**src/hw/rtl/lsc_point.sv**
```systemverilog
// Clipped coordinate: (a * 2^F + u * del) / 2^F truncated toward zero.
// Two stages: multiply, then add and round. Zero when keep_i is low.
module lsc_point #(
  parameter int C = 16,
  parameter int F = 16
) (
  input  logic                clk_i,
  input  logic                en_i,
  input  logic                keep_i,
  input  logic signed [C-1:0] a_i,
  input  logic signed [C:0]   del_i,
  input  logic        [F:0]   u_i,
  output logic signed [C-1:0] pt_o
);

  localparam int PW = C + F + 3;
  localparam int TW = C + F + 4;

  logic signed [PW-1:0] prod_d, prod_q;
  logic signed [C-1:0]  a_q;
  logic                 keep_q;
  logic signed [TW-1:0] sum;
  logic signed [TW-1:0] adj;
  logic signed [TW-1:0] shr;
  logic signed [C-1:0]  pt_d, pt_q;

  // Stage 1: multiply
  assign prod_d = PW'($signed({1'b0, u_i}) * del_i);

  always_ff @(posedge clk_i) begin
    if (en_i) begin
      prod_q <= prod_d;
      a_q    <= a_i;
      keep_q <= keep_i;
    end
  end

  // Stage 2: add, bias negatives, shift down
  assign sum  = $signed({{(F + 4){a_q[C-1]}}, a_q} <<< F) + TW'(prod_q);
  assign adj  = sum[TW-1] ? (sum + TW'((64'd1 << F) - 64'd1)) : sum;
  assign shr  = adj >>> F;
  assign pt_d = keep_q ? shr[C-1:0] : '0;

  always_ff @(posedge clk_i) begin
    if (en_i) begin
      pt_q <= pt_d;
    end
  end

  assign pt_o = pt_q;

endmodule

```
**config.mk**
```make
export PLATFORM = sky130hd
export DESIGN_NAME = lsc_point
export DESIGN_NICKNAME = d
export VERILOG_FILES = /design/src/hw/rtl/lsc_point.sv
export SDC_FILE = /design/constraint.sdc
export NUM_CORES = 1
export LEC_CHECK = 0
export ABC_AREA = 1
export ABC_CLOCK_PERIOD_IN_PS = 6900
export BUFFER_PORTS_ARGS = -buffer_cell sky130_fd_sc_hd__clkbuf_2
export CAP_MARGIN = 20
export CORE_MARGIN = 1.5
export CORE_UTILIZATION = 56
export CTS_BUF_LIST = sky130_fd_sc_hd__clkbuf_2
export DETAILED_ROUTE_END_ITERATION = 7
export GPL_ROUTABILITY_DRIVEN = 0
export HOLD_SLACK_MARGIN = 0.06
export PLACE_DENSITY = 0.76
export SLEW_MARGIN = 20
export SYNTH_ARGS = -nofsm -noshare
export SYNTH_HDL_FRONTEND = slang
export SYNTH_SLANG_ARGS = --single-unit
```
**constraint.sdc**
```tcl
create_clock -name clk_i -period 6.9 [get_ports clk_i]
set_input_delay 1.38 -clock clk_i [delete_from_list [all_inputs] [get_ports clk_i]]
set_output_delay 1.38 -clock clk_i [all_outputs]
set_load 0.02 [all_outputs]
```
# [Word level (Yosys, flattened, before mapping)]
# Cells that the tools add are included.
[totals] out_inout_bits=16 reg_bits=68 elab_cells=8
[classes] add_sub_neg=2 muxes=1 n_mul=1
[op_table] operator="$add A32 B35 Y36" count=1
[op_table] operator="$mul A18 B17 Y35" count=1
[op_table] operator="$add A32 B16 Y32 const B" count=1
[op_table] operator="$mux W32" count=1

# [Depth between registers and ports, before layout]
# Gate-level depths: netlist of the first run.
[logic_depth] ltp_word=3 mapped_depth=27

# [Least setup slack after synthesis of the first run]
# Ideal clock, no wire load.
[synth_timing] kind="in2reg" from="input port del_i[2]" to="register prod_q[33] (data pin)" arrival_ns=6.511 n_path_buf=2 slack_ns=0.137 setup_time_ns=0.252 cell_stages=22 cell_sequence="clkbuf_1 -> clkbuf_1 -> nand2_1 -> fa_1 -> fa_1 -> fa_1 -> inv_1 -> fa_1 -> fa_1 -> inv_1 -> fa_1 -> inv_1 -> ha_1 -> a21o_1 -> a21oi_1 -> nand3_1 -> a21oi_1 -> inv_1 -> nand3_1 -> nand2_1 -> nand2_1 -> nand2_1"
[synth_via] elab_chain_len=1
[synth_lines] item="from (decl)" line="11" text="input logic signed [C:0] del_i,"
[synth_lines] item="$mul A18 B17 Y35" line="28" text="assign prod_d = PW'($signed({1'b0, u_i}) * del_i);"
[synth_lines] item="named net prod_d[33]" line="19" text="logic signed [PW-1:0] prod_d, prod_q;"
[synth_lines] item="to (signal assigned)" line="32" text="prod_q <= prod_d;"
[synth_lines] item="to (decl)" line="19"
# The timed path passes the listed nets, and every way through them passes these cells.
# A chain may end at the register's enable or synchronous reset.

# [Worst setup path after layout of the first run]
[layout_timing] from="input port u_i[5]" to="register prod_q[26] (data pin)"
[layout_via] elab_chain_len=1
[layout_lines] item="from (decl)" line="12" text="input logic [F:0] u_i,"
[layout_lines] item="$mul A18 B17 Y35" line="28"
[layout_lines] item="named net prod_d[26]" line="19"
# The timed path passes the listed nets, and every way through them passes these cells.

==> impl_metrics.csv, run 1 <==
group,metric,value,unit
status,status,"completed",
drt,route.detailed.drc,0,
drt,drtIter0Drc,665,
timing,fin_crit_sh,92.0,%
timing,finalHoldViolCount,0,
global_routing,grt_pass1_vias,11200,
drt,routed_wl,30600,um
logic_synthesis,yosys_warnings,0,
logic_synthesis,syn_area,13800,um^2
clock_tree,cts_hold_buffers,0,
global_routing,grt_max_degree,69,
critical_path,cp_slowest_cell,"fa_1",
critical_path,cpLargestDelayFamily,"adder cells",
die,rows,57,
final_layout,stdcell_count,2109,
timing,fin_skew,0.0443,ns
die,fp.dieH,160,um
timing,post-route-worst-setup-slack,0.549,ns
clock_tree,max-clock-path-buffers,2,
clock_tree,clkTransAtPathRegs,0.22,ns
critical_path,cp_num_buf_inv,5,
clock_tree,cts_setup_buffers,0,
die,start_util,56.9,%
final_layout,nFillCells,2134,
critical_path,cp_max_fo,13,
drt,vias,10800,
timing,drv_slew,0,
final_layout,syn2layout_area_growth,6.68,%
timing,rsz0062_at_grt,"no",
final_layout,layout-drive-gt1-share,9.47,%
clock_tree,h-tree-depth,3,
timing,finalSetupTns,0,ns
timing,worstMarginPinSlew,0.827,ns
critical_path,crit_path_cell_trace,"clkbuf_2, buf_4, nand2_1, fa_1, inv_1, fa_1, fa_1, fa_1, fa_1, inv_1, fa_1, inv_1, ha_1, a21oi_1, o21ai_0, o21bai_1, a21oi_1, o21bai_1, nand2_1, nand2_1, xor2_1",
logic_synthesis,ys_ff_latch,68,
critical_path,path_class,"input pin to flop",
critical_path,arrival,6.68,ns
drt,dr.pass1.iters,5,
final_layout,diodes,0,
critical_path,cp-start-kind,"input pin",
clock_tree,cts_buffers,9,
hold_path,worst_hold_path_type,"flop to flop",
logic_synthesis,yosysSeqAreaShare,14.7,%
clock_tree,clock_sinks,68,
drt,wl_met3,1850,um
place,dp_hpwl,26500,um
job,cap_violations,0,
die,ios,69,
logic_synthesis,synthesis.instances,1724,
logic_synthesis,synthArstFlopShare,0,%
logic_synthesis,synth_ff_type,"edfxtp_1",
final_layout,num-nets-final,2205,
clock_tree,post_cts_resized,0,
drt,dr_wl_met2,15200,um
drt,antenna_left,0,
die,coreArea,24300,um^2
die,die_area,25700,um^2
logic_synthesis,avgSynthCellArea,8.03,um^2
place,dp_cells,2093,
timing,post-route-min-period,6.35,ns
drt,highest_layer,"met4",
global_routing,grt_overflow_total,0,
drt,post_drt_wl_per_cell,14.5,um
logic_synthesis,synth_cell_types,44,
timing,finalSetupViolCount,0,
place,place_ws,-0.0104,ns
clock_tree,clk-insertion-delay-late,0.54,ns
critical_path,cp.required,7.23,ns
drt,wl_met1,12600,um
timing,fmax,157,MHz
die,die_x,160,um
critical_path,crit_path_end_kind,"flop",
global_routing,globalRouteTotalUtil,25.4,%
drt,vias_per_cell,5.14,
timing,relSlewSlack,44.8,%
place,port_buffers,68,
global_routing,grt_pass1_wl,52200,um
critical_path,path_common_cell,"fa_1",
logic_synthesis,synth_edf_count,68,
logic_synthesis,syn_nets,2149,
clock_tree,cts_tree,"done",
critical_path,slowest_delay,0.55,ns
global_routing,antenna_found_initial,0,
clock_tree,cts_root_buf,"clkbuf_2",
-- registers in the layout (all words and copies together), names as in the netlist --
name and cells:
prod_q 35, a_q 16, pt_o 16, keep_q 1
-- cell type report --
type                            count  area, um^2  area share, %
Multi-Input combinational cell   1103        9710           65.7
Sequential cell                    68        2040           13.8
Clock buffer                        9        45.0          0.305
Tap cell                          324         405           2.74
Inverter                          484        1820           12.3
Clock inverter                      7        52.6          0.356
Timing Repair Buffer              114         698           4.73
-- synthesized netlist by cell type, types with 2 or more instances --
cell      number  share of area, %
ha_1         147                13
a21o_1         6              0.33
inv_1        481                13
nor2_2         4              0.18
o21ai_0       24              0.87
xor2_1        22               1.4
nor3_2         2              0.14
nand2_4        2              0.16
a21boi_0       4              0.22
inv_2          3             0.081
edfxtp_1      68                15
nor2_4         2              0.16
or2_2          8              0.36
o21ai_1        3              0.11
fa_1         225                33
a21oi_1       59               2.1
nand4_1       10              0.45
a31oi_1        2             0.090
nand3_1       33               1.2
o21a_1         3              0.16
nand3_2        3              0.22
nor3b_1        2              0.11
clkbuf_1      66               1.8
nand3b_2       2              0.16
xnor2_1       10              0.63
nand2_1      425                12
nand3b_1       3              0.16
o21bai_1       3              0.16
nor2_1        71               1.9
nor3_1         8              0.29
nand2_2       10              0.45
-- routing by layer --
metal | vias up | GRT usage (%)
met2 | 372 | 45.3
li1 | 5168 | -
met1 | 5243 | 32.8
met3 | 62 | 2.42
met4 | 0 | 7.60
met5 | - | 0
-- worst paths after layout --
| check | start | endpoint | depth (start not counted) | slack (ns) |
|---|---|---|---|---|
| max | u_i[5] | prod_q[26]$_DFFE_PP_ | 21 | 0.55 |
| max reg2reg | a_q[0]$_DFFE_PP_ | pt_o[14]$_SDFFCE_PN0P_ | 14 | 4.35 |
| min | prod_q[16]$_DFFE_PP_ | pt_o[0]$_SDFFCE_PN0P_ | 3 | 0.78 |
| min reg2reg | prod_q[16]$_DFFE_PP_ | pt_o[0]$_SDFFCE_PN0P_ | 3 | 0.78 |
-- layout by cell type, fill, tap and decap left out, drive strengths merged --
master    instances
nand2           437
ha              147
a21o              6
a21boi            4
o21ai            27
nand3b            5
xor2             22
nand4            10
a211oi            1
o21a              3
fa              225
clkinvlp          3
a21oi            60
inv             485
edfxtp           68
nand3            37
and2              2
nor3b             2
clkinv            3
or2               8
clkbuf           76
nor2             78
o21ba             1
nor3             10
o31ai             1
a31oi             2
buf              47
xnor2            10
o221ai            1
o21bai            3
nor4              1
-- cells by family after synthesis --
logic type | after synthesis | synth area share (%)
simple gates | 590 | 17.9
buf+inv | 553 | 15.1
fa+ha+maj | 372 | 45.8
compound gates | 109 | 4.37
flops | 68 | 14.7
xor+xnor | 32 | 2.02
-- metrics by stage --
| step | hold slack (ns) | util, % | instance area [um^2] |
|---|---|---|---|
| 2_1_floorplan | 0.659 | - | 13800 |
| 3_3_place_gp | 0.747 | 60.3 | 14700 |
| 3_5_place_dp | 0.768 | 60.3 | 14700 |
| 4_1_cts | 0.793 | 60.7 | 14800 |
| 5_1_grt | 0.847 | 60.7 | 14800 |
| 6_report | 0.783 | 60.7 | 14800 |
-- tightest hold or removal path, delay by kind of cell, from the launching register on --
kind                     cells  cell delay [ns]
flip-flops                   1             0.37
buffers and inverters        1             0.06
AO/OA/AOI/OAI                1             0.12
adder cells (fa/ha/maj)      1             0.18
Power of run 1 is not shown: default switching activity piles up to over one toggle a cycle in this logic, so the estimate is an artifact.
==> run 2: changes to the inputs <==
==> config.mk (replaced) <==
export PLATFORM = sky130hd
export DESIGN_NAME = lsc_point
export DESIGN_NICKNAME = d
export VERILOG_FILES = /design/src/hw/rtl/lsc_point.sv
export SDC_FILE = /design/constraint.sdc
export NUM_CORES = 1
export LEC_CHECK = 0
export ABC_AREA = 0
export ABC_CLOCK_PERIOD_IN_PS = 6900
export BUFFER_PORTS_ARGS = -buffer_cell sky130_fd_sc_hd__clkbuf_2
export CAP_MARGIN = 20
export CORE_MARGIN = 1.5
export CORE_UTILIZATION = 59
export CTS_BUF_LIST = sky130_fd_sc_hd__clkbuf_2
export DETAILED_ROUTE_END_ITERATION = 7
export GPL_ROUTABILITY_DRIVEN = 0
export HOLD_SLACK_MARGIN = 0.06
export PLACE_DENSITY = 0.79
export SLEW_MARGIN = 20
export SYNTH_ARGS = -nofsm -noshare
export SYNTH_HDL_FRONTEND = slang
export SYNTH_SLANG_ARGS = --single-unit
export TNS_END_PERCENT = 50
==> impl_metrics.csv, run 2 <==
group,metric,value,unit
job,cap_violations,0,
hold_path,worst_hold_path_type,"flop to flop",
timing,fmax,151,MHz
die,die_x,152,um
global_routing,grt_overflow_total,0,
final_layout,final_area,14800,um^2
critical_path,cpLargestDelayFamily,"adder cells",
die,ios,69,
drt,vias_per_cell,5.40,
critical_path,cp_slowest_cell,"fa_1",
global_routing,antenna_found_initial,1,
timing,fin_skew,0.0241,ns
critical_path,slowest_delay,0.54,ns
logic_synthesis,syn_nets,1785,
final_layout,layout-drive-gt1-share,14.9,%
clock_tree,cts_buffers,9,
clock_tree,max-clock-path-buffers,2,
drt,route.detailed.drc,0,
drt,vias,9717,
logic_synthesis,netlist_top_cells_count,"270 x inv_1, 225 x fa_1, 161 x nand2_1, 147 x ha_1, 145 x and2_1",
final_layout,mostFrequentLayoutCells,"270 x inv_1, 225 x fa_1, 161 x nand2_1",
die,rows,54,
final_layout,largest_reg_flops,35,
critical_path,path_class,"input pin to flop",
logic_synthesis,synth_cell_types,59,
critical_path,crit_path_end_kind,"flop",
logic_synthesis,synthesis.instances,1360,
timing,finalSetupViolCount,0,
logic_synthesis,yosysSeqAreaShare,15.6,%
clock_tree,cts_hold_buffers,0,
clock_tree,cts_root_buf,"clkbuf_2",
place,place_area,14600,um^2
timing,worstMarginPinSlew,0.800,ns
clock_tree,cts_tree,"done",
timing,fin_crit_sh,96.1,%
timing,finalHoldViolCount,0,
final_layout,multi_input_area,9880,um^2
logic_synthesis,yosys-top-cells-area,"fa_1 34%, edfxtp_1 16%, ha_1 14%",
timing,post-route-min-period,6.63,ns
final_layout,regMostFlops,"prod_q",
logic_synthesis,ys_ff_latch,68,
die,die_area,23100,um^2
critical_path,cp-start-kind,"input pin",
status,status,"completed",
critical_path,crit_path_cell_trace,"clkbuf_2, buf_4, and2_1, fa_1, inv_1, fa_1, fa_1, inv_1, fa_1, fa_1, inv_1, fa_1, inv_1, ha_1, nand2_1, nor3_1, nand3_1, a211oi_2, nor3_2, o31ai_2, o221ai_1, xnor2_1",
timing,finalSetupTns,0,ns
final_layout,nFillCells,1643,
timing,relSlewSlack,46.6,%
drt,dr.pass1.iters,7,
logic_synthesis,yosys_warnings,0,
die,start_util,60.1,%
critical_path,arrival,6.95,ns
clock_tree,clk-insertion-delay-late,0.53,ns
logic_synthesis,avgSynthCellArea,9.61,um^2
drt,drtIter0Drc,574,
global_routing,grt_max_degree,69,
drt,antenna_left,0,
clock_tree,clkTransAtPathRegs,0.20,ns
timing,rsz0062_at_grt,"yes",
timing,drv_slew,0,
die,coreArea,21800,um^2
global_routing,grt_pass1_vias,10400,
global_routing,globalRouteTotalUtil,25.2,%
die,fp.dieH,152,um
logic_synthesis,syn_area,13100,um^2
final_layout,final-seq-area,2040,um^2
logic_synthesis,synthArstFlopShare,0,%
clock_tree,h-tree-depth,3,
final_layout,mostFrequentLayoutCell,"inv_1",
logic_synthesis,yosysTopAreaCellShare,34.5,%
global_routing,grt_pass1_wl,47900,um
logic_synthesis,synth_edf_count,68,
final_layout,syn2layout_area_growth,13.1,%
logic_synthesis,synth_ff_type,"edfxtp_1",
clock_tree,clock_sinks,68,
place,port_buffers,68,
logic_synthesis,synth.most_common_cell,"inv_1",
place,dp_hpwl,24500,um
critical_path,cp_max_fo,7,
logic_synthesis,synth_top_cell_by_area,"fa_1",
critical_path,path_common_cell,"fa_1",
drt,routed_wl,27800,um
drt,post_drt_wl_per_cell,15.4,um
final_layout,num-nets-final,1939,
critical_path,cp_num_buf_inv,6,
critical_path,cp.required,7.21,ns
run 2: changes by cell type in the layout (fill, tap and decap cells not counted), sizes merged, moves of 22 or more:
cell | previous run | this run
nand2 | 437 | 161
nor2 | 78 | 51
inv | 485 | 271
buf | 47 | 118
nand3 | 37 | 15
a21oi | 60 | 30
and2 | 2 | 146
run 2: path summary, 6_finish.rpt:
kind	slack, ns	from	end	depth (start not counted)
setup / recovery	0.27	del_i[5]	prod_q[34]$_DFFE_PP_	22
hold / removal	0.74	keep_q$_DFFE_PP_	pt_o[4]$_SDFFCE_PN0P_	1
setup reg to reg	3.39	prod_q[16]$_DFFE_PP_	pt_o[15]$_SDFFCE_PN0P_	11
hold reg to reg	0.74	keep_q$_DFFE_PP_	pt_o[4]$_SDFFCE_PN0P_	1
run 2: area by class of cell:
cell class | instances | area share [%]
repair buffers | 185 | 8.84
inverters | 271 | 6.88
flip-flops and latches | 68 | 13.8
multi-input cells | 979 | 66.8
diodes | 1 | 0.0169
clock inverters | 7 | 0.940
well taps | 280 | 2.37
clock buffers | 9 | 0.305
run 2: layer usage:
metal	share of wire (%)	track usage (%)
met1	43	33.2
met2	50	45.0
met3	5.0	2.48
met4	1.7	6.20
met5	0	0
run 2: logic make-up after synthesis:
kind of cell / Yosys count / share of synthesized area (%)
buffers and inverters: 313 / 9.07
XOR/XNOR: 48 / 3.27
AO/OA/AOI/OAI: 124 / 6.79
flip-flops: 68 / 15.6
AND/OR/NAND/NOR: 434 / 16.6
adder cells (fa/ha/maj): 372 / 48.5
multiplexers: 1 / 0.0766
run 2: worst register-to-register path, stage by stage (launching register included):
cell and delay, ns:
edfxtp_1 0.41, ha_1 0.27, fa_1 0.45, a211oi_1 0.35, o21ai_0 0.20, a211oi_1 0.39, and3_1 0.23, and3_2 0.20
and3_1 0.27, nand4_1 0.12, nor3_1 0.28, mux2i_1 0.22
run 2: timing repair:
item	4_1_cts	5_1_grt
resized for setup	0	1
endpoints found under the setup margin	0	2
buffers inserted	0	0
run 2: stage by stage:
step / setup slack [ns] / util (%) / hold WS, ns / instances
3_5_place_dp: -0.350 / 67.1 / 0.699 / 1783
6_report: 0.270 / 67.9 / 0.740 / 1800
4_1_cts: 0.254 / 67.9 / 0.742 / 1799
3_3_place_gp: -0.208 / 67.1 / 0.694 / 1783
2_1_floorplan: -0.0310 / - / 0.601 / 1360
5_1_grt: -0.00145 / 67.9 / 0.778 / 1800
Power of run 2 is left out for the same reason.
==> run 3: changes to the inputs <==
--- a/config.mk
+++ b/config.mk
@@ -7,15 +7,15 @@
 export LEC_CHECK = 0
 export ABC_AREA = 0
 export ABC_CLOCK_PERIOD_IN_PS = 6900
-export BUFFER_PORTS_ARGS = -buffer_cell sky130_fd_sc_hd__clkbuf_2
-export CAP_MARGIN = 20
+export CAP_MARGIN = 10
 export CORE_MARGIN = 1.5
-export CORE_UTILIZATION = 59
+export CORE_UTILIZATION = 60
 export CTS_BUF_LIST = sky130_fd_sc_hd__clkbuf_2
 export DETAILED_ROUTE_END_ITERATION = 7
+export DONT_BUFFER_PORTS = 1
 export GPL_ROUTABILITY_DRIVEN = 0
 export HOLD_SLACK_MARGIN = 0.06
-export PLACE_DENSITY = 0.79
+export PLACE_DENSITY = 0.78
 export SLEW_MARGIN = 20
 export SYNTH_ARGS = -nofsm -noshare
 export SYNTH_HDL_FRONTEND = slang
==> constraint.sdc (replaced) <==
create_clock -name clk_i -period 6.9 [get_ports clk_i]
set_input_delay 0 -clock clk_i [delete_from_list [all_inputs] [get_ports clk_i]]
set_output_delay 0 -clock clk_i [all_outputs]
set_load 0.02 [all_outputs]
==> impl_metrics.csv, run 3 (synthesis results as in run 2) <==
group,metric,value,unit
clock_tree,h-tree-depth,3,
drt,vias,9082,
critical_path,cp.required,7.18,ns
final_layout,syn2layout_area_growth,5.07,%
critical_path,crit_path_cell_trace,"and2_1, fa_1, inv_1, fa_1, fa_1, fa_1, inv_1, fa_1, inv_1, fa_1, inv_1, ha_1, nand3_1, nor2_1, a21oi_1, a211oi_1, o21ai_1, a21oi_1, a21o_1, a211o_1, and3_1",
final_layout,largest_reg_flops,35,
clock_tree,clkTransAtPathRegs,0.18,ns
die,die_x,151,um
die,rows,53,
final_layout,layout-drive-gt1-share,2.56,%
drt,routed_wl,27800,um
clock_tree,clock_sinks,68,
place,place_ws,1.00,ns
timing,fin_crit_sh,77.8,%
critical_path,r2r_end,"pt_o[15]$_SDFFCE_PN0P_",
drt,antenna_left,0,
drt,drtIter0Drc,506,
clock_tree,max-clock-path-buffers,2,
timing,finalHoldViolCount,0,
timing,rsz0062_at_grt,"no",
critical_path,cp-start-kind,"input pin",
clock_tree,cts_hold_buffers,33,
drt,post_drt_wl_per_cell,16.9,um
clock_tree,cts_buffers,9,
timing,relSlewSlack,68.2,%
die,die_area,22700,um^2
timing,fmax,186,MHz
critical_path,path_class,"input pin to flop",
die,start_util,61.6,%
die,fp.dieH,151,um
hold_path,worst_hold_path_type,"input pin to flop",
final_layout,num-nets-final,1787,
critical_path,r2r_cells,11,
critical_path,arrival,5.65,ns
timing,drv_slew,0,
critical_path,slowest_delay,0.56,ns
status,status,"completed",
place,dp_hpwl,21800,um
global_routing,globalRouteTotalUtil,26.4,%
final_layout,regMostFlops,"prod_q",
critical_path,cp_max_fo,17,
clock_tree,clk-insertion-delay-late,0.52,ns
die,ios,69,
hold_path,whs_endpoint,"a_q[3]$_DFFE_PP_",
global_routing,grt_pass1_wl,46600,um
global_routing,grt_max_degree,69,
drt,vias_per_cell,5.53,
timing,post-route-min-period,5.37,ns
drt,dr.pass1.iters,7,
timing,finalSetupViolCount,0,
die,coreArea,21200,um^2
critical_path,crit_path_end_kind,"flop",
critical_path,path_common_cell,"fa_1",
place,place_area,13200,um^2
timing,fin_skew,0.0185,ns
global_routing,grt_overflow_total,0,
clock_tree,cts_setup_buffers,0,
final_layout,final_area,13700,um^2
timing,holdWs,0.112,ns
final_layout,mostFrequentLayoutCell,"inv_1",
critical_path,timing.rr.start,"a_q[0]$_DFFE_PP_",
hold_path,min_from,"a_i[3]",
critical_path,reg2reg_setup_slack,3.46,ns
drt,route.detailed.drc,0,
job,cap_violations,0,
place,port_buffers,0,
final_layout,mostFrequentLayoutCells,"270 x inv_1, 225 x fa_1, 161 x nand2_1",
global_routing,grt_pass1_vias,9664,
hold_path,hold_depth,1,
final_layout,nFillCells,1688,
critical_path,cp_slowest_cell,"fa_1",
timing,worstMarginPinSlew,0.475,ns
clock_tree,cts_root_buf,"clkbuf_2",
global_routing,antenna_found_initial,1,
timing,finalSetupTns,0,ns
clock_tree,post_cts_resized,0,
timing,post-route-worst-setup-slack,1.53,ns
clock_tree,cts_tree,"done",
## run 3: cell count changes in the layout (fill, tap and decap cells not counted), sizes merged
cell,before,now
buf,118,1
clkinv,3,5
dlygate4sd3,0,32
bufinv,4,2
clkbuf,76,9
## run 3: worst max path at each step
stage	startpoint	endpoint	slack, ns	cells after the start
floorplan	del_i[8]	prod_q[34]$_DFFE_PP_	1.08	22
global placement	del_i[5]	prod_q[29]$_DFFE_PP_	1.13	21
detailed placement	del_i[5]	prod_q[29]$_DFFE_PP_	1.00	21
CTS	del_i[5]	prod_q[29]$_DFFE_PP_	1.59	21
global route	del_i[5]	prod_q[34]$_DFFE_PP_	1.28	20
finish	del_i[5]	prod_q[29]$_DFFE_PP_	1.53	21
## run 3: area by class of cell
type,count,area (um^2),share of cell area (%)
diodes,1,2.50,0.0182
clock buffers,9,45.0,0.328
clock inverters,7,91.3,0.665
inverters,271,1020,7.41
multi-input cells,979,9840,71.7
flip-flops and latches,68,2040,14.9
well taps,275,344,2.51
repair buffers,33,348,2.53
## run 3: layer usage
layer	up-vias	part of all wire, %	GRT usage (%)
met5	-	0	0
met4	0	2.3	7.09
met3	43	6.5	4.42
met2	290	47	44.0
met1	4487	44	35.9
li1	4262	-	-
## run 3: critical path, delay by kind of cell
kind                       cells  cell delay [ns]
and+or+nand+nor                4             0.54
adders and majority gates      7             3.43
AOI/OAI and AO/OA              6             1.44
buffers and inverters          4             0.22
## run 3: stage by stage
| step | cells | util, % |
|---|---|---|
| 4_1_cts | 1642 | 64.7 |
| 5_1_grt | 1643 | 64.7 |
| 2_1_floorplan | 1360 | - |
| 6_report | 1643 | 64.7 |
| 3_5_place_dp | 1593 | 62.4 |
| 3_3_place_gp | 1593 | 62.4 |
Power of run 3 is left out for the same reason.
