[src/hw/rtl/lsc_div.sv]
// Restoring divider, one quotient bit per stage: quo = floor(num * 2^(QW-1) / den),
// for num <= den. Takes one word per cycle while en_i is high.
module lsc_div #(
  parameter int DW = 17,
  parameter int QW = 17
) (
  input  logic          clk_i,
  input  logic          en_i,
  input  logic [DW-1:0] num_i,
  input  logic [DW-1:0] den_i,
  output logic [QW-1:0] quo_o
);

  logic [DW:0]   rem_q [QW-1];
  logic [DW-1:0] den_q [QW-1];
  logic [QW-1:0] quo_q [QW];

  for (genvar s = 0; s < QW; s++) begin : g_stage
    logic [DW:0]   r_in;
    logic [DW-1:0] d_in;
    logic [QW-1:0] q_in;
    logic          ge;
    logic [DW:0]   r_sub;

    if (s == 0) begin : g_first
      assign r_in = {1'b0, num_i};
      assign d_in = den_i;
      assign q_in = '0;
    end else begin : g_next
      assign r_in = rem_q[s-1];
      assign d_in = den_q[s-1];
      assign q_in = quo_q[s-1];
    end

    // Compare and subtract for this bit
    assign ge    = r_in >= {1'b0, d_in};
    assign r_sub = ge ? (r_in - {1'b0, d_in}) : r_in;

    always_ff @(posedge clk_i) begin
      if (en_i) begin
        quo_q[s] <= {q_in[QW-2:0], ge};
      end
    end

    if (s < QW - 1) begin : g_carry
      logic [DW:0] rem_d;
      assign rem_d = {r_sub[DW-1:0], 1'b0};
      always_ff @(posedge clk_i) begin
        if (en_i) begin
          rem_q[s] <= rem_d;
          den_q[s] <= d_in;
        end
      end
    end
  end

  assign quo_o = quo_q[QW-1];

endmodule

[config.mk]
export PLATFORM = sky130hd
export DESIGN_NAME = lsc_div
export DESIGN_NICKNAME = d
export VERILOG_FILES = /design/src/hw/rtl/lsc_div.sv
export SDC_FILE = /design/constraint.sdc
export NUM_CORES = 1
export LEC_CHECK = 0
export ABC_AREA = 1
export BUFFER_PORTS_ARGS = -buffer_cell sky130_fd_sc_hd__buf_2
export CAP_MARGIN = 25
export CORE_UTILIZATION = 50
export DETAILED_ROUTE_END_ITERATION = 7
export PLACE_DENSITY_LB_ADDON = 0.25
export SETUP_SLACK_MARGIN = 0.5
export SLEW_MARGIN = 20
export SYNTH_ARGS = -nofsm -noshare
export SYNTH_HDL_FRONTEND = slang
export SYNTH_SLANG_ARGS = --single-unit
[constraint.sdc]
create_clock -name clk_i -period 2.68 [get_ports clk_i]
set_input_delay 0.536 -clock clk_i [delete_from_list [all_inputs] [get_ports clk_i]]
set_output_delay 0.536 -clock clk_i [all_outputs]
set_load 0.01 [all_outputs]
Word level (Yosys, flattened, before mapping)
Memories as Yosys holds them, arrays and structs flattened.
Cells that the tools add are included.
{ "totals": {"inputBits": 36, "regBits": 0, "memories": 3, "out_inout_bits": 17, "mem_bits_rw": 833} }
{ "memory_table": {"columns": ["memory", "depth", "width", "read_ports", "rd_ports_with_merged_regs", "write_ports", "line_no", "source"], "rows": [
  ["quo_q", 17, 17, 17, 0, 17, "16", "logic [QW-1:0] quo_q [QW];"],
  ["den_q", 16, 17, 16, 0, 16, "15", "logic [DW-1:0] den_q [QW-1];"],
  ["rem_q", 16, 17, 16, 0, 16, "14", "logic [DW:0] rem_q [QW-1];"]
]} }
{ "classes": {"add_sub_neg": 16, "magnitude_cmp": 17, "muxes": 18} }
{ "ops": {"columns": ["op", "count"], "rows": [
  ["$ge A18 B17 Y1", 16],
  ["$mux W17", 16],
  ["$sub A17 B17 Y17", 16],
  ["$ge A17 B17 Y1", 1],
  ["$mux W1", 2]
]} }

Longest topological paths before layout
Gate-level depths: netlist of run 1.
An unclocked memory read counts as a cell.
{ "logic_depth": {"word_depth": 3, "ltp_mapped": 14} }

Worst setup path before layout of run 1
OpenSTA, ideal clock, no wires.
{ "synth_timing": {"path_kind": "in2reg", "from": "input port den_i[12]", "to": "memory rem_q[0][5] (netlist name), data pin", "slack_ns": 0.619, "stages": 13, "setup_time_ns": 0.252, "t_arrival_ns": 1.809, "path_cell_list": "inv_1 ha_1 nand2_1 inv_1 nand2_1 nand2_1 nand2_1 nand3b_1 nor2_4 nand2_4 buf_6 nand2_1 nand2_1"} }
{ "synth_rtl": {"columns": ["item", "line_no", "source"], "rows": [
  ["start: declaration", "10", "input logic [DW-1:0] den_i,"],
  ["end: declaration", "14", null]
]} }

==> impl.org, run 1 <==
** Routing
- The detail route stage leaves a number of antenna-violating nets equal to 0.
- For this block, the routed nets add up to between 100000 and 150000 um of wire.
- Number of search-and-repair iterations in the first detailed-routing pass :: 5
- Via count :: 33800
- After detailed routing, the average wire length per cell comes to 15.6 um.
- After detailed routing, the number of remaining DRC violations is 0.
- Starting DRT DRC Count :: about 2300
- Routed via count divided by cell count :: between 4 and 5

** Synth
- Net Count, Synth :: about 5600
- EDFF count, synth :: between 600 and 700
- The cell count after synthesis came out at between 5000 and 6000.
- The Yosys step of the flow raised 0 warnings.
- The share of synthesized area in the top cell type comes to 48.6%.
- Yosys instantiated no cell more often than sky130_fd_sc_hd__nand2_1.
- Of the synthesized area, sequential elements account for 48.6%.
- Averaged over all synthesized cells, the footprint is 8.19 um2.
- Top cell type by total area after synthesis :: sky130_fd_sc_hd__edfxtp_1
- The mapped netlist covers roughly 43000 um2.
- Leading register cell type out of synthesis :: sky130_fd_sc_hd__edfxtp_1
- In this run, distinct cell masters in the synthesized netlist total 39.
- Of all flip-flops after synthesis, the portion carrying an async set or reset was 0%.
- Number of synthesized register bits :: 697
- Yosys attributes the largest share of cell area to sky130_fd_sc_hd__edfxtp_1 (49%), sky130_fd_sc_hd__nand2_1 (18%), sky130_fd_sc_hd__inv_1 (9.0%).
- Leading post-synthesis cells by instance count :: sky130_fd_sc_hd__nand2_1 (2093), sky130_fd_sc_hd__inv_1 (1029), sky130_fd_sc_hd__edfxtp_1 (697)

** STA
- Setup violations remaining at the end of the flow were counted as 0.
- The worst path uses 80.4% of the clock period.
- Timing would allow up to 0.464 GHz.
- On the final layout, the worst clock skew is 0.0369 ns.
- The max-slew violation count was 0.
- Transition time of the tightest slew-check pin :: 0.496 ns
- Min Hold Slack :: 0.0683 ns
- Summed over all failing endpoints, the final setup total negative slack is 0 ns.
- The number of failing hold endpoints at the final stage is 0.
- The worst pin sits at a relative slew slack of 67.0%.
- RSZ-0062 raised after global routing :: yes
- After layout, the minimum clock period comes to 2.15 ns.
- Once routing completed, OpenROAD measured the worst setup slack at 0.525 ns.

** Clock tree
- Clock buffers created by TritonCTS :: 77
- In this run the deepest clock path goes through 3 buffers.
- For this design, the sink count on the clock tree is 697.
- Clock tree from TritonCTS :: done
- H-tree levels :: 3
- The tree is rooted in a sky130_fd_sc_hd__clkbuf_16.
- The clock reaches the later pin of the worst-skew pair after 0.66 ns.
- After clock tree synthesis, the clock-pin slew on the worst setup and hold paths is 0.06 ns.

** Critical path
- The critical path is of the flip-flop to flip-flop type.
- The critical path goes through ha_4 > nand2_1 > nor2_1 > nand3_1 > nand3_1 > nand2_1 > nand2_4 > inv_4 > nand2_1 > nand2_1.
- The worst setup path is launched from a flip-flop.
- STA classifies the critical path endpoint as a flip-flop.
- In this design, the critical path's most frequently occurring cell is sky130_fd_sc_hd__nand2_1.
- Cell at the slowest stage of the critical path :: sky130_fd_sc_hd__edfxtp_1
- Data on the critical path is required at its endpoint by 3.05 ns.
- Largest stage delay on the critical path :: 0.49 ns
- Crit path arrival time :: 2.52 ns
- In this run the worst path has a maximum fanout of 16.

** Final layout
- Final Instance Count excl. Fillers :: 6755
- Layout overhead on the synthesized area :: 17.9%
- Area of all placed cells without fillers :: roughly 50000 um2
- The number of antenna diodes in the final layout is 0.
- After filler insertion, the fill cell instance count of the layout stands at 7443.
- Net count reported at finish :: 5888
- Final Util :: 59.6%
- Fraction of layout instances using a drive strength above 1 :: 13.3%

** Global routing
- GRT Util Overall :: 23.4%
- Global route total overflow :: 0
- Number of antenna violations at the first check in global routing :: 2
- Maximum number of pins on one net before global-route repair :: 82
- The via count of the first global-routing pass came to slightly above 30000.
- The first global-routing pass estimated around 160000 um of wire.

** Die
- Die boundary height :: 296 um
- Measured along the x axis, the die boundary spans 296 um.
- Die footprint :: 87400 um2
- For this configuration, the core starts out at a cell density of 50.6%.
- Row cnt :: 107
- The region available for standard cell placement spans 85300 um2.
- Top-level I/O count :: 53

** Status
- The run finished with clean final reports.

** Pwr
- In this run the static leakage power is 25.0 nW.
- The worst-case IR drop observed on VDD is a little over 0.7 mV.
- Tot Pwr :: 54.4 mW
- In this run the power density over the cells is 1070 nW/um2.

** Run
- Max cap viols :: 0

** Placed design
- Total instance count after detailed placement :: 6471
- The congestion estimate from routability-driven global placement came to 0.922.
- Buffers placed on the I/O ports in this run total 52.
- After detailed placement, the total cell area comes to 45000 um2.
- Detailed placement finished with a half-perimeter wire length of 77600 um.
- Worst slack at placement :: approximately 0.23 ns

** Min path
- Worst hold-check path type :: input port to flip-flop
layout by cell type, fill, tap and decap left out, drive strengths merged, types with 27 or more instances in the layout:
cell	n
a21oi	154
nand3	303
nor3	64
or2	51
nand4	29
ha	288
clkinv	27
edfxtp	697
nor2	239
nand3b	86
inv	1043
clkbuf	91
nand2	2128
xnor2	29
buf	236
xor2	71
worst max-delay path, delay by kind of cell (launching register included):
kind          cells  cell delay, ns
fa+ha+maj         1            0.33
buf+inv           1            0.12
flops             1            0.49
simple gates      8            0.95
layout make-up:
class / count / area, um2 / share of cell area (%)
timing repair buffer: 236 / 1900 / 3.75
multi-input combinational: 3494 / 20100 / 39.5
inverter: 1042 / 3950 / 7.78
sequential: 697 / 20900 / 41.2
clock inverter: 51 / 571 / 1.12
clock buffer: 91 / 1980 / 3.89
tap: 1144 / 1430 / 2.82
logic make-up after synthesis:
family / count (synthesis) / synth area share [%]
buf+inv: 1078 / 9.93
fa+ha+maj: 304 / 9.10
flops: 697 / 48.6
simple gates: 2913 / 28.4
compound gates: 173 / 2.04
xor+xnor: 100 / 2.03
layer usage:
metal	part of all wire [%]	track usage [%]
met1	44	31.5
met2	47	39.1
met3	5.4	3.49
met4	3.0	7.15
met5	0	0
path summary, 6_finish.rpt:
kind / startpoint / endpoint / slack [ns] / depth (start not counted)
worst min-delay path: den_i[13] / den_q[0][13] / 0.07 / 1
worst min register to register: quo_q[1][62] / quo_q[1][80] / 0.41 / 0
worst max register to register: rem_q[0][57] / rem_q[0][84] / 0.53 / 10
worst max-delay path: rem_q[0][57] / rem_q[0][84] / 0.53 / 10
sequential cells by signal, indices dropped and copies added (netlist names):
name / cells
quo_q: 153
rem_q: 272
den_q: 272
report_power, final:
| part | internal [mW] | total (mW) | switching (mW) |
|---|---|---|---|
| clock | 6.05 | 10.6 | 4.54 |
| combinational | 10.1 | 25.8 | 15.7 |
| sequential | 15.8 | 18.0 | 2.16 |
repair_timing:
item                                    CTS  global route
pin swaps                                14            33
endpoints found under the setup margin  193           255
buffers inserted                         50            88
hold buffers                              0             0
gates cloned                              3             1
gates resized for setup                  37           300
(Power assumes the default switching activity.)
==> run 2, diff against run 1 <==
--- a/config.mk
+++ b/config.mk
@@ -5,7 +5,7 @@
 export SDC_FILE = /design/constraint.sdc
 export NUM_CORES = 1
 export LEC_CHECK = 0
-export ABC_AREA = 1
+export ABC_AREA = 0
 export BUFFER_PORTS_ARGS = -buffer_cell sky130_fd_sc_hd__buf_2
 export CAP_MARGIN = 25
 export CORE_UTILIZATION = 50
==> constraint.sdc (replaced) <==
create_clock -name clk_i -period 2.15 [get_ports clk_i]
set_input_delay 0.43 -clock clk_i [delete_from_list [all_inputs] [get_ports clk_i]]
set_output_delay 0.43 -clock clk_i [all_outputs]
set_load 0.01 [all_outputs]
==> run 2 against run 1 <==
  * The flow now finishes with violations (setup timing)
  * Clock power rose by 25%
  * Final area increased by 12%
  * Non-clock buffer count rose by 1042
  * Via count shrank 13%
  * Die area fell by 11%
  * Area after synthesis is 11% lower
  * Utilization increased by 15 points
  * Register-to-register slack worse by 1.1 ns
  * Combinational power up 88%
  * Count of clock-buffer cells in the layout increased by 4
  * Critical path type unchanged
  * Largest power group unchanged
==> impl.org, run 2 <==
** STA
- Fin. max-slew vios :: 0
- Min Hold Slack :: 0.0678 ns
- In this run the tightest slew margin relative to its limit is 63.3%.
- Maximum clock frequency :: between 0.3 and 0.4 GHz
- In the finished design, the share of the clock period the worst path needs comes to 125%.
- Once routing completed, OpenROAD measured the worst setup slack at -0.536 ns.
- The number of failing hold endpoints at the final stage came to 0.
- Finish-stage setup viols :: 269
- Transition time of the tightest slew-check pin :: 0.545 ns
- Setup total negative slack on the finished layout was measured at -90.60 ns.
- RSZ-0062 raised after global routing :: yes
- The smallest clock period supported by the final layout is computed as 2.69 ns.
- Setup skew after layout :: 0.0352 ns

** Clock tree
- The clock passes through at most 3 buffers.
- TritonCTS Sinks :: 697
- The number of clock buffers added by TritonCTS is 78.
- TritonCTS built the clock tree.
- Clock Tree Root :: sky130_fd_sc_hd__clkbuf_16
- The H-tree was split into 3 levels.
- Clock-pin slew of the registers on the worst-case setup and hold paths :: 0.06 ns
- Clk_lat worst skew :: around 0.64 ns

** Final layout
- Top Registers :: den_q x272, rem_q x272, quo_q x153
- Leaving out filler cells and counting taps, the final layout contains approximately 5500.
- Antenna cell count :: 0
- The library cell used most frequently in the layout, excluding fill and tap cells, is sky130_fd_sc_hd__buf_4.
- Fillers :: 4779
- The multi-input combinational cells in the finished layout cover a total of 19900 um2.
- Leaving out fill and tap cells, the most frequent cells in the layout are sky130_fd_sc_hd__buf_4 (1071), sky130_fd_sc_hd__edfxtp_1 (697), sky130_fd_sc_hd__inv_1 (273), sky130_fd_sc_hd__a21oi_1 (176), sky130_fd_sc_hd__nand2_1 (173).
- Fraction of layout instances using a drive strength above 1 :: 46.5%
- In the final layout, flip-flops and latches occupy between 20000 and 25000 um2.
- Layout overhead on the synthesized area :: 48.1%
- Net count reported at finish :: between 4000 and 5000
- Final Util :: between 70% and 80%

** Pwr
- Per report_power, the combinational group accounts for 57.5% of the total.
- Power comes to 84.1 mW.
- Total leakage power :: 24.3 nW
- Clock power share :: 15.8%
- The internal portion of the total power is 54.7 mW.
- Net switching is 34.9% of the power.
- Dividing total power by cell area gives a power density of 1480 nW/um2.
- In this run the power spent charging and discharging nets is 29.4 mW.
- Sequential cells burn around a quarter of the power.
- VDD sags by at most 0.831 mV.

** Status
- The run finished, with violations left.
- Violations in the final reports :: setup timing

** Critical path
- Largest fanout of any net on the critical path :: 8
- Cell at the slowest stage of the critical path :: sky130_fd_sc_hd__fa_2
- Worst setup SP type :: flip-flop
- Largest delay share family, worst path :: compound AO/OA/AOI/OAI gates
- Buffers and inverters on the worst path :: 2
- STA classifies the critical path endpoint as a flip-flop.
- The largest single stage delay on the critical path is about 0.45 ns.
- Required time of the critical path :: 2.53 ns
- The critical path is of the flip-flop to flip-flop type.
- Traced cell by cell, the critical path runs through fa_2 > nor2b_4 > o21bai_4 > a21oi_4 > nor2_4 > o31a_1 > o31ai_4 > buf_6 > buf_16 > mux2_4.
- Crit path arrival time :: 3.07 ns

** Routing
- After detailed routing, the number of remaining DRC violations is 0.
- Wire length per cell :: 18.3 um
- Summed over all layers, the routed wires come to 101000 um.
- The pre-antenna-repair detailed-routing pass consisted of 5 iterations.
- For this block, the initial DRC count from the detailed router was 1760.
- Routed via count divided by cell count :: roughly 5.3
- Via count :: 29500
- Number of nets with antenna violations after routing :: 0

** Synth
- Number of synthesized register bits :: 697
- Counting every net in the synthesized netlist gives 3517.
- Post-synth ARST share :: 0%
- Most common cell in the synthesized netlist :: sky130_fd_sc_hd__edfxtp_1
- In this run, synthesis inferred ~700 flip-flops with an integrated enable.
- The average instance in the mapped netlist occupies 12.1 um2.
- The cell count after synthesis came out at ~3200.
- In the synthesized netlist, the cells that appear most often are sky130_fd_sc_hd__edfxtp_1 (697), sky130_fd_sc_hd__inv_1 (326), sky130_fd_sc_hd__ha_1 (288).
- Netlist area before placement :: around 38000 um2
- Sequential share of the synthesized area :: 54.7%
- Top cell type by total area after synthesis :: sky130_fd_sc_hd__edfxtp_1
- Leading register cell type out of synthesis :: sky130_fd_sc_hd__edfxtp_1
- Cell types occupying the most area after synthesis :: sky130_fd_sc_hd__edfxtp_1 (55%), sky130_fd_sc_hd__ha_1 (9.4%), sky130_fd_sc_hd__mux2_2 (4.0%)
- Number of library cell types mapped by synthesis :: 83
- Yosys printed 0 warnings.
- The synthesized design devotes to its leading area cell type 54.7% of total area.

** Global routing
- Number of antenna violations at the first check in global routing :: 0
- Maximum number of pins on one net before global-route repair :: between 70 and 80
- For this run the aggregate overflow at the end of global routing stands at 0.
- Global-route wire length before repair :: 157000 um
- Global routing consumed, over all layers together, 25.1% of the routing resources.
- The via count of the first global-routing pass is 30400.

** Die
- Top-level I/O count :: 53
- Standard cell core area :: 75800 um2
- The initialized floorplan defines 101 standard-cell rows.
- The die covers 77700 um2.
- From bottom edge to top edge, the die measures 279 um.
- Once the floorplan was initialized, standard cells occupied 50.5% of the core.
- Die span in x :: 279 um

** Run
- Max cap viols :: 0

** Placed design
- In this run, placement finished with an instance count of a little over 5000.
- DP HPWL :: 69500 um
- During placement, the flow inserted port buffers numbering 52.
- Final weighted congestion of routability-driven global placement :: 0.927

** Min path
- The worst hold path belongs to the class input port to flip-flop.
[run 2: layout make-up]
| type | count | area share (%) |
|---|---|---|
| Clock buffer | 95 | 3.55 |
| Sequential cell | 697 | 36.9 |
| Timing Repair Buffer | 1278 | 19.0 |
| Inverter | 326 | 2.22 |
| Multi-Input combinational cell | 2107 | 35.2 |
| Clock inverter | 48 | 0.993 |
| Tap cell | 978 | 2.16 |
[run 2: kinds of logic after synthesis]
family | count (synthesis) | synth area share, %
muxes | 186 | 5.61
buffers and inverters | 373 | 3.88
adders and majority gates | 304 | 10.2
and+or+nand+nor | 684 | 8.66
DFF | 697 | 54.7
xor gates and xnor gates | 211 | 4.83
AOI/OAI and AO/OA | 722 | 12.1
[run 2: final timing paths]
kind	cells after the start	end	startpoint	slack [ns]
worst min register to register	0	quo_q[0][53]	quo_q[0][35]	0.41
worst max register to register	10	rem_q[0][36]	den_q[1][0]	-0.54
worst max-delay path	10	rem_q[0][36]	den_q[1][0]	-0.54
worst min-delay path	2	den_q[0][5]	den_i[5]	0.07
[run 2: layer usage]
metal	GRT usage, %	routed length (um)
met1	32.0	42900
met2	45.1	52400
met3	2.91	3640
met4	6.41	2080
met5	0	0
[run 2: power by group through the flow]
stage	sequential [mW]	clock, mW	combinational (mW)
final	22.5	13.3	48.4
after global routing	22.8	14.1	51.9
after CTS	22.4	13.6	44.2
after detailed placement	22.5	0	38.0
after global placement	22.5	0	37.0
after floorplan	21.5	0	24.1
[run 2: repair_timing]
| action | 4_1_cts | 5_1_grt |
|---|---|---|
| gates cloned | 19 | 4 |
| hold buffers | 2 | 0 |
| gates resized for setup | 415 | 269 |
| hold endpoints to repair | 2 | 0 |
| setup buffers | 123 | 74 |
| endpoints found under the setup margin | 290 | 290 |
| pin swaps | 135 | 115 |
[run 2: worst register-to-register path, delay by kind of cell (launching register included)]
kind,cells,cell delay [ns]
AOI/OAI and AO/OA,4,0.73
DFF,1,0.43
and+or+nand+nor,2,0.22
adders and majority gates,1,0.45
muxes,1,0.31
buffers and inverters,2,0.31
[run 2: through the flow]
stage	cell area [um2]	setup slack (ns)
after floorplan	40000	-0.468
after detailed placement	49000	-0.632
after CTS	54800	-0.486
after global routing	56700	-0.603
final	56700	-0.536
after global placement	49000	-0.568
==> run 3, diff against run 2 <==
--- a/config.mk
+++ b/config.mk
@@ -8,7 +8,7 @@
 export ABC_AREA = 0
 export BUFFER_PORTS_ARGS = -buffer_cell sky130_fd_sc_hd__buf_2
 export CAP_MARGIN = 25
-export CORE_UTILIZATION = 50
+export CORE_UTILIZATION = 36
 export DETAILED_ROUTE_END_ITERATION = 7
 export PLACE_DENSITY_LB_ADDON = 0.25
 export SETUP_SLACK_MARGIN = 0.5
==> run 3 against run 2 <==
  * The flow finishes with violations (DRC, setup timing)
  * Critical path depth stayed put
  * Routed wire length fell by 6.1%
  * Final area increased by 0.91%
  * First-iteration DRC count decreased by 29%
  * Cell count increased by 7.4%
  * Critical endpoint is now rem_q[0][132]
  * Largest power group unchanged
==> impl.org, run 3 (same netlist as run 2, synthesis figures left out) <==
** Die
- Die footprint :: 108000 um2
- Standard cell core area :: 105000 um2
- Top-level I/O count :: 53
- Die span in x :: 328 um
- Die boundary height :: approximately 330 um
- The initialized floorplan defines 119 standard-cell rows.
- Initial core utilization :: 36.3%

** Critical path
- In this run the register-to-register setup slack is -0.54 ns.
- Required time of the critical path :: 2.54 ns
- Largest stage delay on the critical path :: 0.41 ns
- Ordered list of cells on the worst path :: buf_6 > fa_2 > nand2b_4 > a211oi_2 > nor3_2 > o211ai_1 > a221oi_2 > nor2_4 > buf_12 > mux2_2
- Worst setup SP type :: flip-flop
- The worst setup path is captured at a flip-flop.
- Among all stages on the critical path, the largest delay is contributed by sky130_fd_sc_hd__edfxtp_1.
- The critical path in this run is classified as flip-flop to flip-flop.
- Data arrives at the worst endpoint at roughly 3 ns.
- Largest delay share family, worst path :: compound AO/OA/AOI/OAI gates
- Along the worst path, the maximum fanout reaches 11.
- The critical path contains buffers and inverters numbering 2 combined.

** Final layout
- Layout overhead on the synthesized area :: 49.5%
- In the final layout, the registers with the most flip-flops are den_q x272, rem_q x272, quo_q x153.
- The repair_antennas step left the layout with diodes totalling 0.
- Net count reported at finish :: between 4000 and 5000
- After filler insertion, the fill cell instance count of the layout stands at 8781.
- In the layout the commonest cells are sky130_fd_sc_hd__buf_4 (1072), sky130_fd_sc_hd__edfxtp_1 (697), sky130_fd_sc_hd__inv_1 (279), sky130_fd_sc_hd__ha_1 (179), sky130_fd_sc_hd__nand2_1 (175).
- Area of all placed cells without fillers :: 57200 um2
- Cells fill 54.3% of the core in the end.
- Fraction of layout instances using a drive strength above 1 :: 46.3%
- After the flow finishes, the layout carries non-filler instances totaling 5939.
- Commonest non-fill, non-tap cell in the layout :: sky130_fd_sc_hd__buf_4

** Global routing
- The via count of the first global-routing pass was approximately 30000.
- Global route total overflow :: 0
- Global-route wire length before repair :: between 100000 and 150000 um
- The number of antenna violations at the first check in global routing is 0.
- For this run, the total global-route usage over all layers was measured as 17.3%.
- Entering global routing, the biggest net connects 69 pins.

** Clock tree
- Clk_lat worst skew :: roughly 0.66 ns
- Counting along the longest clock path gives a buffer depth of 3.
- Clock-pin slew of the registers on the worst-case setup and hold paths :: 0.06 ns
- Clock tree from TritonCTS :: done
- CTS placed an instance of sky130_fd_sc_hd__clkbuf_16 at the clock tree root.
- Clock tree synthesis found a total of 697 sinks.
- H-tree levels :: 3
- Clock buffers created by TritonCTS :: 78

** Status
- The flow ran to the end, but the final reports show violations.
- Violations in the final reports :: DRC, setup timing

** Routing
- In the routed design, unresolved DRC markers number 2.
- The detail route stage leaves a number of antenna-violating nets equal to 0.
- Wire length per cell :: 16.0 um
- Number of search-and-repair iterations in the first detailed-routing pass :: 7
- Routed via count divided by cell count :: 4.84
- Overall routed net length :: about 95000 um
- Via count :: 28700
- Starting DRT DRC Count :: 1246

** Run
- Max cap viols :: 0

** Placed design
- Port Buf Inserts :: 52
- Post-DP Area :: around 50000 um2
- Before CTS, the worst setup slack after placement is -0.605 ns.
- At the end of routability-driven placement, the weighted congestion stood at about 0.86.
- Counting tap cells, the placed design contains a total of 5597 instances.
- DP HPWL :: between 60000 and 70000 um

** Pwr
- Net switching is 34.0% of the power.
- In this run, flip-flops and latches consume 26.7% of the power.
- Per report_power, the clock group accounts for 16.4% of the total.
- Fraction of power consumed by combinational cells :: roughly 57%
- Internal power :: between 50 and 60 mW
- PwrDens :: 1460 nW/um2
- In this run the power spent charging and discharging nets is 28.4 mW.
- Total leakage power :: 24.3 nW
- Tot Pwr :: 83.3 mW
- IR analysis of the VDD net gives a maximum drop of 0.717 mV.

** STA
- At the pin with the least slew margin, the transition time is 0.484 ns.
- Minimum clock period :: about 2.7 ns
- Across the routed clock network, the largest skew measured is 0.0440 ns.
- Maximum clock frequency :: 0.371 GHz
- Least setup slack across all paths after layout :: -0.545 ns
- In this run the tightest slew margin relative to its limit is 67.6%.
- The max-slew violation count was 0.
- The number of failing hold endpoints at the final stage is 0.
- Setup violations remaining at the end of the flow were counted as 270.
- RSZ-0062 raised after global routing :: yes
- Tcrit/Tclk final :: 125%

** Min path
- The min-delay analysis places its worst path in the category input port to flip-flop.
==> run 3: area by class of cell <==
class / instances / area [um2] / share of cell area [%]
Sequential cell: 697 / 20900 / 36.6
Clock buffer: 89 / 2010 / 3.52
Tap cell: 1391 / 1740 / 3.04
Timing Repair Buffer: 1275 / 10800 / 18.9
Multi-Input combinational cell: 2107 / 19800 / 34.7
Inverter: 326 / 1260 / 2.20
Clock inverter: 54 / 627 / 1.10
==> run 3: per-stage QoR <==
stage	setup TNS (ns)	hold slack (ns)
3_5_place_dp	-99.23	0.405
2_1_floorplan	-48.75	0.400
6_report	-87.28	0.0601
4_1_cts	-85.96	0.0158
5_1_grt	-109.17	0.0294
3_3_place_gp	-94.19	0.400
==> run 3: layer usage <==
metal / part of all wire [%] / wire length [um] / track usage [%]
met5: 0 / 0 / 0
met4: 3.2 / 3010 / 5.80
met3: 2.4 / 2280 / 2.38
met2: 56 / 52700 / 33.9
met1: 39 / 36900 / 18.8
==> run 3: path summary, 6_finish.rpt <==
path	startpoint	to	cells after the start
worst min register to register	quo_q[1][8]	quo_q[1][26]	0
worst max-delay path	den_q[6][1]	rem_q[0][132]	10
worst max register to register	den_q[6][1]	rem_q[0][132]	10
worst min-delay path	den_i[14]	den_q[0][14]	2
==> run 3: timing repair <==
item	in CTS	in global routing
pin swaps	145	111
hold buffers	5	0
resized for setup	390	263
hold endpoints to repair	5	0
buffers inserted	120	51
endpoints found under the setup margin	289	297
gates cloned	19	4
==> run 3: power by group through the flow <==
| stage | combinational (mW) | clock (mW) | sequential, mW |
|---|---|---|---|
| after floorplan | 24.1 | 0 | 21.5 |
| after global placement | 37.8 | 0 | 22.3 |
| after detailed placement | 38.4 | 0 | 22.4 |
| after CTS | 44.4 | 14.1 | 22.2 |
| after global routing | 51.2 | 14.5 | 22.6 |
| final | 47.3 | 13.7 | 22.3 |
